`src/dmfa_pkg.sv`:
```
// Shared types and constants for the direct mapped / fully associative LFU cache.
package dmfa_pkg;

  localparam int LINES_DEF       = 8;
  localparam int OFFSET_BITS_DEF = 2;
  localparam int ADDR_W_DEF      = 8;

  localparam int BYTE_W   = 8;
  localparam int WORD_W   = 32;
  localparam int HITS_W   = 16;
  localparam int USED_W   = 3;
  localparam int M_DATA_W = 16;

  localparam logic MODE_DIRECT = 1'b0;
  localparam logic MODE_ASSOC  = 1'b1;

  typedef enum logic [1:0] {
    ST_IDLE,
    ST_DIV,
    ST_SCAN,
    ST_FIN
  } state_t;

  // search token handed along the row of lines
  typedef struct packed {
    logic              vld;
    logic              found;
    logic              hit;
    logic              repl;
    logic              have_best;
    logic [HITS_W-1:0] best;
    logic [WORD_W-1:0] data;
  } tok_t;

  // line update, broadcast at the end of a request
  typedef struct packed {
    logic              en;
    logic              fill;
    logic [WORD_W-1:0] data;
  } upd_t;

endpackage

```
`src/dmfa_div.sv`:
```
// Division of the block index by the constant line count, by reciprocal multiplication.
module dmfa_div #(
  parameter int LINES      = dmfa_pkg::LINES_DEF,
  parameter int BLOCK_BITS = dmfa_pkg::ADDR_W_DEF - dmfa_pkg::OFFSET_BITS_DEF
) (
  input  logic                      clk,
  input  logic                      rst,
  input  logic                      start,
  input  logic [BLOCK_BITS-1:0]     dividend,
  output logic                      done,
  output logic [BLOCK_BITS-1:0]     quo,
  output logic [$clog2(LINES)-1:0]  rem
);

  localparam int LW  = $clog2(LINES);
  localparam int SH  = BLOCK_BITS + LW;
  localparam int PW  = 2 * BLOCK_BITS + LW + 1;
  localparam int BKW = BLOCK_BITS + LW;
  // ceil(2^SH / LINES): exact quotient for every dividend of BLOCK_BITS bits
  localparam longint unsigned RECIP = ((64'd1 << SH) + 64'(LINES) - 64'd1) / 64'(LINES);

  logic                  busy;
  logic [BLOCK_BITS-1:0] dvd;
  logic [PW-1:0]         prod;
  logic [BKW-1:0]        back;

  always_comb begin
    prod = PW'(dvd) * PW'(RECIP);
    quo  = prod[SH +: BLOCK_BITS];
    back = BKW'(quo) * BKW'(LINES);
    rem  = LW'(BKW'(dvd) - back);
    done = busy;
  end

  always_ff @(posedge clk) begin
    if (rst) begin
      busy <= 1'b0;
    end else begin
      busy <= start;
    end
  end

  always_ff @(posedge clk) begin
    if (start) begin
      dvd <= dividend;
    end
  end

endmodule

```
`src/dmfa_cell.sv`:
```
// One cache line: holds its state, examines the passing token, registers it onward.
module dmfa_cell #(
  parameter int INDEX = 0,
  parameter int IDX_W = 3,
  parameter int TAG_W = 6
) (
  input  logic                 clk,
  input  logic                 rst,
  input  logic                 mode,
  input  logic [TAG_W-1:0]     tag,
  input  logic [IDX_W-1:0]     dm_line,
  input  dmfa_pkg::tok_t       tok_in,
  input  logic [IDX_W-1:0]     sel_in,
  output dmfa_pkg::tok_t       tok_out,
  output logic [IDX_W-1:0]     sel_out,
  input  dmfa_pkg::upd_t       upd,
  input  logic [IDX_W-1:0]     upd_idx
);

  logic                          valid;
  logic [TAG_W-1:0]              line_tag;
  logic [dmfa_pkg::HITS_W-1:0]   hits;
  logic [dmfa_pkg::WORD_W-1:0]   line_data;

  dmfa_pkg::tok_t                tok_next;
  logic [IDX_W-1:0]              sel_next;
  logic                          match;
  logic                          mine;

  assign match = valid && (line_tag == tag);
  assign mine  = upd.en && (upd_idx == IDX_W'(INDEX));

  always_comb begin
    tok_next = tok_in;
    sel_next = sel_in;
    if (tok_in.vld) begin
      if (mode == dmfa_pkg::MODE_DIRECT) begin
        if (dm_line == IDX_W'(INDEX)) begin
          tok_next.found = 1'b1;
          tok_next.hit   = match;
          tok_next.repl  = valid && !match;
          tok_next.data  = line_data;
          sel_next       = IDX_W'(INDEX);
        end
      end else if (!tok_in.found) begin
        if (match) begin
          tok_next.found = 1'b1;
          tok_next.hit   = 1'b1;
          tok_next.data  = line_data;
          sel_next       = IDX_W'(INDEX);
        end else if (!valid) begin
          tok_next.found = 1'b1;
          sel_next       = IDX_W'(INDEX);
        end else if (!tok_in.have_best || hits < tok_in.best) begin
          tok_next.have_best = 1'b1;
          tok_next.best      = hits;
          sel_next           = IDX_W'(INDEX);
        end
      end
    end
  end

  always_ff @(posedge clk) begin
    if (rst) begin
      tok_out.vld <= 1'b0;
    end else begin
      tok_out.vld <= tok_next.vld;
    end
  end

  always_ff @(posedge clk) begin
    tok_out.found     <= tok_next.found;
    tok_out.hit       <= tok_next.hit;
    tok_out.repl      <= tok_next.repl;
    tok_out.have_best <= tok_next.have_best;
    tok_out.best      <= tok_next.best;
    tok_out.data      <= tok_next.data;
    sel_out           <= sel_next;
  end

  always_ff @(posedge clk) begin
    if (rst) begin
      valid    <= 1'b0;
      line_tag <= '0;
      hits     <= '0;
    end else if (mine) begin
      if (upd.fill) begin
        valid    <= 1'b1;
        line_tag <= tag;
        hits     <= dmfa_pkg::HITS_W'(1);
      end else if (hits != '1) begin
        hits <= hits + dmfa_pkg::HITS_W'(1);
      end
    end
  end

  always_ff @(posedge clk) begin
    if (mine && upd.fill) begin
      line_data <= upd.data;
    end
  end

endmodule

```
`src/dm_fa_lfu_cache_lookup.sv`:
```
// Top level of the direct mapped / fully associative LFU read cache.
//
// Read cache of LINES four-byte lines. Each request carries a byte address and
// the four bytes of its block, stored only on a fill; the answer gives the byte,
// hit and replaced flags and the line used. mapping_mode 0 places blocks direct
// mapped, 1 fully associative with least-frequently-used replacement (first line
// with the lowest saturating hit count). Requests are handled one at a time: a
// search token walks the row of lines one line a cycle; a direct mapped request
// first passes the divide state, which splits the block index into line and
// tag. The next request is taken once the result has been loaded into the
// output register; a stalled output holds the block. Mode writes do not clear
// the cache.
module dm_fa_lfu_cache_lookup #(
  parameter int LINES       = dmfa_pkg::LINES_DEF,
  parameter int OFFSET_BITS = dmfa_pkg::OFFSET_BITS_DEF,
  parameter int ADDR_W      = dmfa_pkg::ADDR_W_DEF
) (
  input  logic                                         clk,
  input  logic                                         rst,
  input  logic                                         cfg_valid,
  output logic                                         cfg_ready,
  input  logic                                         cfg_data,   // mapping_mode
  input  logic                                         s_tvalid,
  output logic                                         s_tready,
  // address, fill_byte_0, fill_byte_1, fill_byte_2, fill_byte_3
  input  logic [((ADDR_W + dmfa_pkg::WORD_W + 7) / 8) * 8 - 1:0] s_tdata,
  output logic                                         m_tvalid,
  input  logic                                         m_tready,
  // read_data, hit, replaced, line_used
  output logic [dmfa_pkg::M_DATA_W-1:0]                m_tdata
);

  localparam int IDX_W      = $clog2(LINES);
  localparam int BLOCK_BITS = ADDR_W - OFFSET_BITS;
  localparam int BW         = dmfa_pkg::BYTE_W;

  dmfa_pkg::state_t             state, state_next;
  logic                         mapping_mode;
  logic                         mode_q;
  logic [BLOCK_BITS-1:0]        block_q;
  logic [OFFSET_BITS-1:0]       off_q;
  logic [dmfa_pkg::WORD_W-1:0]  fill_q;
  logic                         start;
  dmfa_pkg::tok_t               fin_tok;
  logic [IDX_W-1:0]             fin_sel;

  logic                         s_acc;
  logic                         div_start;
  logic                         div_done;
  logic [BLOCK_BITS-1:0]        quo;
  logic [IDX_W-1:0]             rem;
  logic [BLOCK_BITS-1:0]        ctx_tag;
  logic                         out_free;
  logic                         out_load;
  dmfa_pkg::upd_t               upd;

  dmfa_pkg::tok_t               tok_chain [LINES+1];
  logic [IDX_W-1:0]             sel_chain [LINES+1];
  logic [LINES:0]               tok_vlds;

  logic                         res_hit;
  logic                         res_repl;
  logic [dmfa_pkg::WORD_W-1:0]  res_word;
  logic [OFFSET_BITS+1:0]       off_ext;
  logic [1:0]                   byte_sel;
  logic [IDX_W+2:0]             used_ext;

  assign cfg_ready = 1'b1;
  assign s_acc     = s_tvalid && s_tready;
  assign div_start = s_acc && (mapping_mode == dmfa_pkg::MODE_DIRECT);
  assign out_free  = !m_tvalid || m_tready;
  assign ctx_tag   = (mode_q == dmfa_pkg::MODE_ASSOC) ? block_q : quo;

  always_ff @(posedge clk) begin
    if (rst) begin
      mapping_mode <= dmfa_pkg::MODE_DIRECT;
    end else if (cfg_valid && cfg_ready) begin
      mapping_mode <= cfg_data;
    end
  end

  always_comb begin
    state_next = state;
    case (state)
      dmfa_pkg::ST_IDLE: begin
        if (s_acc) begin
          state_next = (mapping_mode == dmfa_pkg::MODE_ASSOC) ? dmfa_pkg::ST_SCAN
                                                              : dmfa_pkg::ST_DIV;
        end
      end
      dmfa_pkg::ST_DIV:  if (div_done) state_next = dmfa_pkg::ST_SCAN;
      dmfa_pkg::ST_SCAN: if (tok_chain[LINES].vld) state_next = dmfa_pkg::ST_FIN;
      dmfa_pkg::ST_FIN:  if (out_free) state_next = dmfa_pkg::ST_IDLE;
      default:           state_next = dmfa_pkg::ST_IDLE;
    endcase
  end

  always_comb begin
    s_tready = 1'b0;
    out_load = 1'b0;
    case (state)
      dmfa_pkg::ST_IDLE: s_tready = 1'b1;
      dmfa_pkg::ST_FIN:  out_load = out_free;
      default: begin
        s_tready = 1'b0;
        out_load = 1'b0;
      end
    endcase
  end

  always_ff @(posedge clk) begin
    if (rst) begin
      state <= dmfa_pkg::ST_IDLE;
      start <= 1'b0;
    end else begin
      state <= state_next;
      start <= (state_next == dmfa_pkg::ST_SCAN) && (state != dmfa_pkg::ST_SCAN);
    end
  end

  always_ff @(posedge clk) begin
    if (s_acc) begin
      mode_q  <= mapping_mode;
      block_q <= s_tdata[ADDR_W-1:OFFSET_BITS];
      off_q   <= s_tdata[OFFSET_BITS-1:0];
      fill_q  <= s_tdata[ADDR_W + dmfa_pkg::WORD_W - 1:ADDR_W];
    end
    if (state == dmfa_pkg::ST_SCAN && tok_chain[LINES].vld) begin
      fin_tok <= tok_chain[LINES];
      fin_sel <= sel_chain[LINES];
    end
  end

  dmfa_div #(
    .LINES      (LINES),
    .BLOCK_BITS (BLOCK_BITS)
  ) u_div (
    .clk      (clk),
    .rst      (rst),
    .start    (div_start),
    .dividend (s_tdata[ADDR_W-1:OFFSET_BITS]),
    .done     (div_done),
    .quo      (quo),
    .rem      (rem)
  );

  always_comb begin
    tok_chain[0]           = '0;
    tok_chain[0].vld       = start;
    sel_chain[0]           = '0;
  end

  genvar gi;
  generate
    for (gi = 0; gi < LINES; gi++) begin : g_line
      dmfa_cell #(
        .INDEX (gi),
        .IDX_W (IDX_W),
        .TAG_W (BLOCK_BITS)
      ) u_cell (
        .clk     (clk),
        .rst     (rst),
        .mode    (mode_q),
        .tag     (ctx_tag),
        .dm_line (rem),
        .tok_in  (tok_chain[gi]),
        .sel_in  (sel_chain[gi]),
        .tok_out (tok_chain[gi+1]),
        .sel_out (sel_chain[gi+1]),
        .upd     (upd),
        .upd_idx (fin_sel)
      );
    end
    for (gi = 0; gi <= LINES; gi++) begin : g_vld
      assign tok_vlds[gi] = tok_chain[gi].vld;
    end
  endgenerate

  always_comb begin
    res_hit   = fin_tok.hit;
    res_repl  = fin_tok.found ? fin_tok.repl : 1'b1;
    res_word  = res_hit ? fin_tok.data : fill_q;
    off_ext   = (OFFSET_BITS+2)'(off_q);
    byte_sel  = off_ext[1:0];
    used_ext  = (IDX_W+3)'(fin_sel);
    upd.en    = out_load;
    upd.fill  = !res_hit;
    upd.data  = fill_q;
  end

  always_ff @(posedge clk) begin
    if (rst) begin
      m_tvalid <= 1'b0;
    end else if (out_load) begin
      m_tvalid <= 1'b1;
    end else if (m_tready) begin
      m_tvalid <= 1'b0;
    end
  end

  always_ff @(posedge clk) begin
    if (out_load) begin
      m_tdata <= {{(dmfa_pkg::M_DATA_W - dmfa_pkg::USED_W - 2 - BW){1'b0}},
                  used_ext[dmfa_pkg::USED_W-1:0], res_repl, res_hit,
                  res_word[byte_sel*BW +: BW]};
    end
  end

  a_one_token: assert property (@(posedge clk) disable iff (rst)
    $onehot0(tok_vlds))
    else $error("more than one search token in the row");

  a_token_in_scan: assert property (@(posedge clk) disable iff (rst)
    (tok_vlds != '0) |-> (state == dmfa_pkg::ST_SCAN))
    else $error("search token outside scan");

  a_hit_not_repl: assert property (@(posedge clk) disable iff (rst)
    out_load |-> !(res_hit && res_repl))
    else $error("result flagged both hit and replaced");

  a_div_in_div: assert property (@(posedge clk) disable iff (rst)
    div_done |-> (state == dmfa_pkg::ST_DIV))
    else $error("divider finished outside divide state");

endmodule

```
`config.mk`:
```
export PLATFORM = sky130hd
export DESIGN_NAME = dm_fa_lfu_cache_lookup
export DESIGN_NICKNAME = d
export VERILOG_FILES = /design/src/dmfa_pkg.sv /design/src/dmfa_div.sv /design/src/dmfa_cell.sv /design/src/dm_fa_lfu_cache_lookup.sv
export SDC_FILE = /design/constraint.sdc
export NUM_CORES = 2
export LEC_CHECK = 0
export ABC_AREA = 1
export BUFFER_PORTS_ARGS = -buffer_cell sky130_fd_sc_hd__buf_4
export CAP_MARGIN = 20
export CORE_MARGIN = 3
export CORE_UTILIZATION = 47
export DETAILED_ROUTE_END_ITERATION = 12
export SKIP_CTS_REPAIR_TIMING = 1
export SLEW_MARGIN = 20
export SYNTH_ARGS = -nofsm -noshare
export SYNTH_HDL_FRONTEND = slang
export SYNTH_SLANG_ARGS = --single-unit
```
`constraint.sdc`:
```
create_clock -name clk -period 4.8 [get_ports clk]
set_input_delay 1.44 -clock clk [delete_from_list [all_inputs] [get_ports clk]]
set_output_delay 1.44 -clock clk [all_outputs]
set_load 0.1 [all_outputs]
```
### Word level (Yosys, flattened, before mapping)

Cells that the tools add are included.

| word-level totals | value |
|---|---|
| register bits | 972 |
| input bits | 46 |
| word-level logic and storage cells | 457 |

| cells by class | value |
|---|---|
| add/sub/neg operators | 9 |
| magnitude comparators | 7 |
| equality and inequality tests | 43 |
| shift-type cells | 1 |
| mux-type cells | 197 |
| bitwise gates (word level) | 6 |
| reductions and logical operators | 84 |

Operators by type and width:

| operator | count |
|---|---|
| 32-bit 2-to-1 mux | 25 |
| 17-bit 2-to-1 mux | 29 |
| 52-bit 2-to-1 mux | 7 |
| 49-bit 2-to-1 mux | 7 |
| 16-bit 2-to-1 mux | 16 |
| 3-bit 2-to-1 mux | 53 |
| 16-bit by 1-bit adder with 16-bit output, second input constant | 8 |
| 16-bit != test, second input constant | 8 |
| 16-bit less-than comparator | 7 |
| 6-bit equality test | 8 |
| 2-bit 2-to-1 mux | 20 |
| 1-bit 2-to-1 mux | 38 |
| 1-bit logical AND | 36 |
| 2-bit AND reduction | 16 |
| 32-bit by 6-bit variable part select with 8-bit output | 1 |
| 3-bit equality test, second input constant | 8 |
| 1-bit logical NOT | 17 |
| 2-bit by 1-bit != test with 1-bit output, second input constant | 8 |
| 3-bit by 2-bit equality test with 1-bit output, second input constant | 4 |
| 1-bit logical OR | 8 |
| 2-bit case mux with 4 select lines | 1 |
| 2-bit equality test, second input constant | 3 |
| 3-bit by 1-bit equality test with 1-bit output, second input constant | 2 |
| 3-bit logical NOT | 2 |
| other kinds (9) | 15 |

### Logic depth before layout (Yosys ltp)

| depth | value |
|---|---|
| depth in word-level cells | 8 |
| gate-level depth with buffers | 16 |
| depth with buffers taken out | 15 |

### Cells and area by module

From an unflattened synthesis, not the netlist that was laid out.

| unflattened totals | value |
|---|---|
| cells, all modules | 5,985 |
| area, all modules | 47,797.1 sq um |

Modules (own cells, without submodules):

| module | instances | cells an instance | area an instance (sq um) | seq. area each (sq um) |
|---|---|---|---|---|
| dmfa_cell (g_line[3].u_cell ...) | 2 | 693 | 5,439.0 | 2,542.4 |
| dmfa_cell (g_line[7].u_cell) | 1 | 816 | 5,795.6 | 2,542.4 |
| dmfa_cell (g_line[1].u_cell) | 1 | 758 | 5,646.7 | 2,542.4 |
| dmfa_cell (g_line[4].u_cell) | 1 | 728 | 5,611.6 | 2,542.4 |
| dmfa_cell (g_line[0].u_cell) | 1 | 727 | 5,605.4 | 2,542.4 |
| dmfa_cell (g_line[2].u_cell) | 1 | 698 | 5,452.7 | 2,542.4 |
| dmfa_cell (g_line[5].u_cell) | 1 | 564 | 4,763.3 | 2,542.4 |
| dm_fa_lfu_cache_lookup | 1 | 295 | 3,807.4 | 2,862.7 |
| dmfa_div | 1 | 13 | 236.5 | 200.2 |

### Worst setup path after synthesis

No wires, ideal clock.

| timing path | value |
|---|---|
| path kind | in2reg |
| from | in m_tready |
| to | reg g_line[0].u_cell.line_data[0] in the netlist's numbering (enable) |
| data arrival time | 3.847 ns |
| data required time | 4.391 ns |
| setup slack | 0.544 ns |
| cell stages on the path | 7 |
| path through | nor2_1 -> nor2_1 -> nand2_1 -> nor2_1 -> nand2_1 -> inv_1 -> clkbuf_1 |

| between the ends | value |
|---|---|
| cells in the longest elaborated chain, start to end | 4 |

RTL lines:

| item | RTL line | source |
|---|---|---|
| start, declared | dm_fa_lfu_cache_lookup.sv:28 | `input logic m_tready,` |
| 1-bit logical OR | dm_fa_lfu_cache_lookup.sv:71 | `assign out_free = !m_tvalid \|\| m_tready;` |
| 1-bit 2-to-1 mux | dm_fa_lfu_cache_lookup.sv:101 | `case (state)` |
| net out_load | dm_fa_lfu_cache_lookup.sv:54 | `logic out_load;` |
| 1-bit logical AND | dmfa_cell.sv:31 | `assign mine = upd.en && (upd_idx == IDX_W'(INDEX));` |
| 1-bit logical AND | dmfa_cell.sv:98 | `if (mine && upd.fill) begin` |
| end signal, assigned | dmfa_cell.sv:99 | `line_data <= upd.data;` |
| end, declared | dmfa_cell.sv:23 | `logic [dmfa_pkg::WORD_W-1:0] line_data;` |

The timed path passes the listed nets, and every way through them passes these cells.
A chain may end at the register's enable or synchronous reset.

==> impl_metrics.py <==
metrics = {
    "critical_path": {
        "worstPathRequired_ns": 5.40,
        "path_depth": 10,
        "cp_top_family": "simple AND/OR/NAND/NOR gates",
        "worst-path-buf-inv": 3,
        "start_kind": "register",
        "crit_top_cell": "buf_4",
        "worstSetupPathType": "register to register",
        "slowest_stage": "nand3_2",
        "crit_chain": "buf_4 -> nand2_2 -> xnor2_1 -> nand2b_1 -> inv_1 -> buf_4 -> nand3_2 -> nand2_1 -> nand3_1 -> a21oi_1",
        "crit_fanout": 33,
        "worst_ep_arrival_time_ns": 4.01,
        "max_stage_delay_ns": 0.71,
        "r2r_cells": 10,
        "worst_setup_path_end_kind": "register",
    },
    "timing": {
        "finalCritPeriodShare": 0.712,
        "maxSlewHeadroom": 0.217,
        "max_freq_ghz": 0.293,
        "maxSlewViolCount": 0,
        "hold_violations": 0,
        "final-setup-viol-count": 0,
        "fin_setup_tns_ns": 0,
        "worst_pin_slew_ns": 1.17,
        "rsz0062_at_grt": "false",
        "min_period_ns": 3.42,
        "finalClockSkew_ns": 0.0185,
    },
    "grt": {
        "use_met1": 0.334,
        "grt_pass1_vias": 34943,
        "use_met3": 0.0304,
        "grt_use_total": 0.231,
        "grt_pass1_wl_mm": 186,
        "busiest_layer": "met2",
        "grt_overflow": 0,
        "grt_antenna_before_repair": 3,
        "met2_usage": 0.362,
        "grt_max_degree": 147,
    },
    "yosys": {
        "synth_most_common_cell": "nand2_1",
        "synth-async-reset-ratio": 0,
        "yosys_most_used_dff": "dfxtp_1",
        "synth_seq_cells": 968,
        "synthTopCellsByArea": "dfxtp_1 (27%), edfxtp_1 (24%), nand2_1 (7.6%)",
        "yosysTopAreaCell": "dfxtp_1",
        "ys_warn_count": 0,
        "syn_inst": 5675,
        "synth_top_cell_area_share": 0.274,
        "syn_area_per_cell_um2": 7.90,
        "ys_top_cells_by_count": "nand2_1 (906), inv_1 (777), nor2_1 (727)",
        "yosys.cell_types.count": 47,
        "yosysSeqAreaShare": 0.511,
        "syn_area_mm2": 0.0448,
        "synth_edf_count": 354,
    },
    "clocking": {
        "cts.sinks": 968,
        "max-clock-path-buffers": 3,
        "clkTransAtPathRegs_ns": 0.06,
        "cts_buffers": 103,
        "cts_tree": "built",
        "cts_max_level": 3,
        "clk_latency_ns": 0.68,
        "cts-root-buf": "clkbuf_16",
    },
    "place": {
        "placed_area_mm2": 0.0463,
        "gp_congestion": 0.840,
        "port-buffer-count": 60,
        "hpwl_mm": 77.0,
    },
    "drt": {
        "drtIter0Drc": 3267,
        "vias": 37027,
        "ant_nets": 0,
        "drc": 0,
        "routedWlPerCell_um": 16.6,
        "via_per_inst": 5.30,
        "dr.pass1.iters": 6,
        "drt-total-wl_mm": 116,
    },
    "pwr": {
        "p_leak_nw": 20.3,
        "power_density_mw_per_mm2": 371,
        "ir_drop_uv": 283,
    },
    "cells_and_area": {
        "nets": 5790,
        "final_area_mm2": 0.0498,
        "drive_gt1_frac": 0.0676,
        "syn2layout_area_growth_pct": 11.1,
    },
    "worst_hold_path": {
        "worstHoldPathCells": 0,
        "hold_path.class": "register to register",
    },
    "floorplan": {
        "fp.coreArea_mm2": 0.0940,
        "ioPinCount": 65,
        "start_util": 0.477,
        "die_w_um": 315,
        "rows": 112,
        "die_y_um": 315,
        "die-area_mm2": 0.0991,
    },
    "flow_run": {
        "max_cap_violations": 0,
    },
    "run_status": {
        "outcome": "finished, final reports clean",
    },
}
[layout by cell type (no fill, tap or decap), types with 33 or more instances in the layout]
master and instances:
a21oi_1 444, buf_4 130, clkbuf_16 106, dfxtp_1 609, edfxtp_1 354, ha_1 113
inv_1 771, inv_2 34, nand2_1 904, nand3_1 375, nand4_1 239, nor2_1 714
nor3_1 68, o21ai_0 477, o21ai_1 58, xor2_1 33
[cell families (layout without fill, tap and decap cells)]
family,Yosys count,count (layout),share of synthesized area
AND/OR/NAND/NOR,2376,2376,0.229
buffers and inverters,1093,1138,0.0936
AO/OA/AOI/OAI,1071,1071,0.124
flip-flops,968,968,0.511
adder cells (fa/ha/maj),113,113,0.0315
XOR/XNOR,52,52,0.0103
other,2,9,0.000167
[final timing paths]
path,startpoint,to,slack [ns]
worst min register to register,g_line[7].u_cell.tok_out[15],fin_tok[15],0.40
worst max-delay path,mode_q,g_line[2].u_cell.tok_out[27],1.38
worst min-delay path,g_line[7].u_cell.tok_out[15],fin_tok[15],0.40
worst max register to register,mode_q,g_line[2].u_cell.tok_out[27],1.38
[per-layer routing]
| metal | vias to the layer above | wire (um) |
|---|---|---|
| met5 | - | 0 |
| met3 | 196 | 7400 |
| met4 | 0 | 2250 |
| li1 | 18621 | - |
| met2 | 1135 | 50500 |
| met1 | 17075 | 55900 |
[sequential cells by signal (all words and copies together), names as in the netlist, 3 cells and up]
register                 count
g_line.u_cell.tok_out      407
g_line.u_cell.line_data    256
g_line.u_cell.hits         128
g_line.u_cell.line_tag      48
fin_tok                     34
fill_q                      32
g_line.u_cell.sel_out       17
m_tdata                     13
g_line.u_cell.valid          8
block_q                      6
u_div.dvd                    6
fin_sel                      3
[layout make-up]
cell class                 count  area [um^2]
clock buffer                 159         3080
tap                         1254         1570
fill                        8685        44200
inverter                     810         3040
multi-input combinational   3616        17800
timing repair buffer         132         1020
clock inverter                37          403
antenna                        5         12.5
sequential                   968        22900
[report_power, final]
part / total, mW / switching, mW / internal [mW] / leakage, nW
Sequential: 9.11 / 0.271 / 8.84 / 8.18
Clock: 8.06 / 3.31 / 4.75 / 1.71
Combinational: 1.32 / 0.966 / 0.358 / 10.4
Total: 18.5 / 4.55 / 13.9 / 20.3
[stage by stage]
step | instances | utilization | power (mW) | worst slack, ns | hold slack, ns
after detailed placement | 6780 | 0.493 | 10.6 | 0.914 | 0.389
after floorplan | 5677 | - | 10.0 | 0.544 | 0.386
after CTS | 6976 | 0.530 | 18.6 | 1.46 | 0.397
after global placement | 6780 | 0.493 | 10.6 | 0.923 | 0.386
after global routing | 6976 | 0.530 | 19.2 | 1.22 | 0.404
final | 6981 | 0.530 | 18.5 | 1.38 | 0.397
Note: power is estimated with default switching activity, not from simulation.
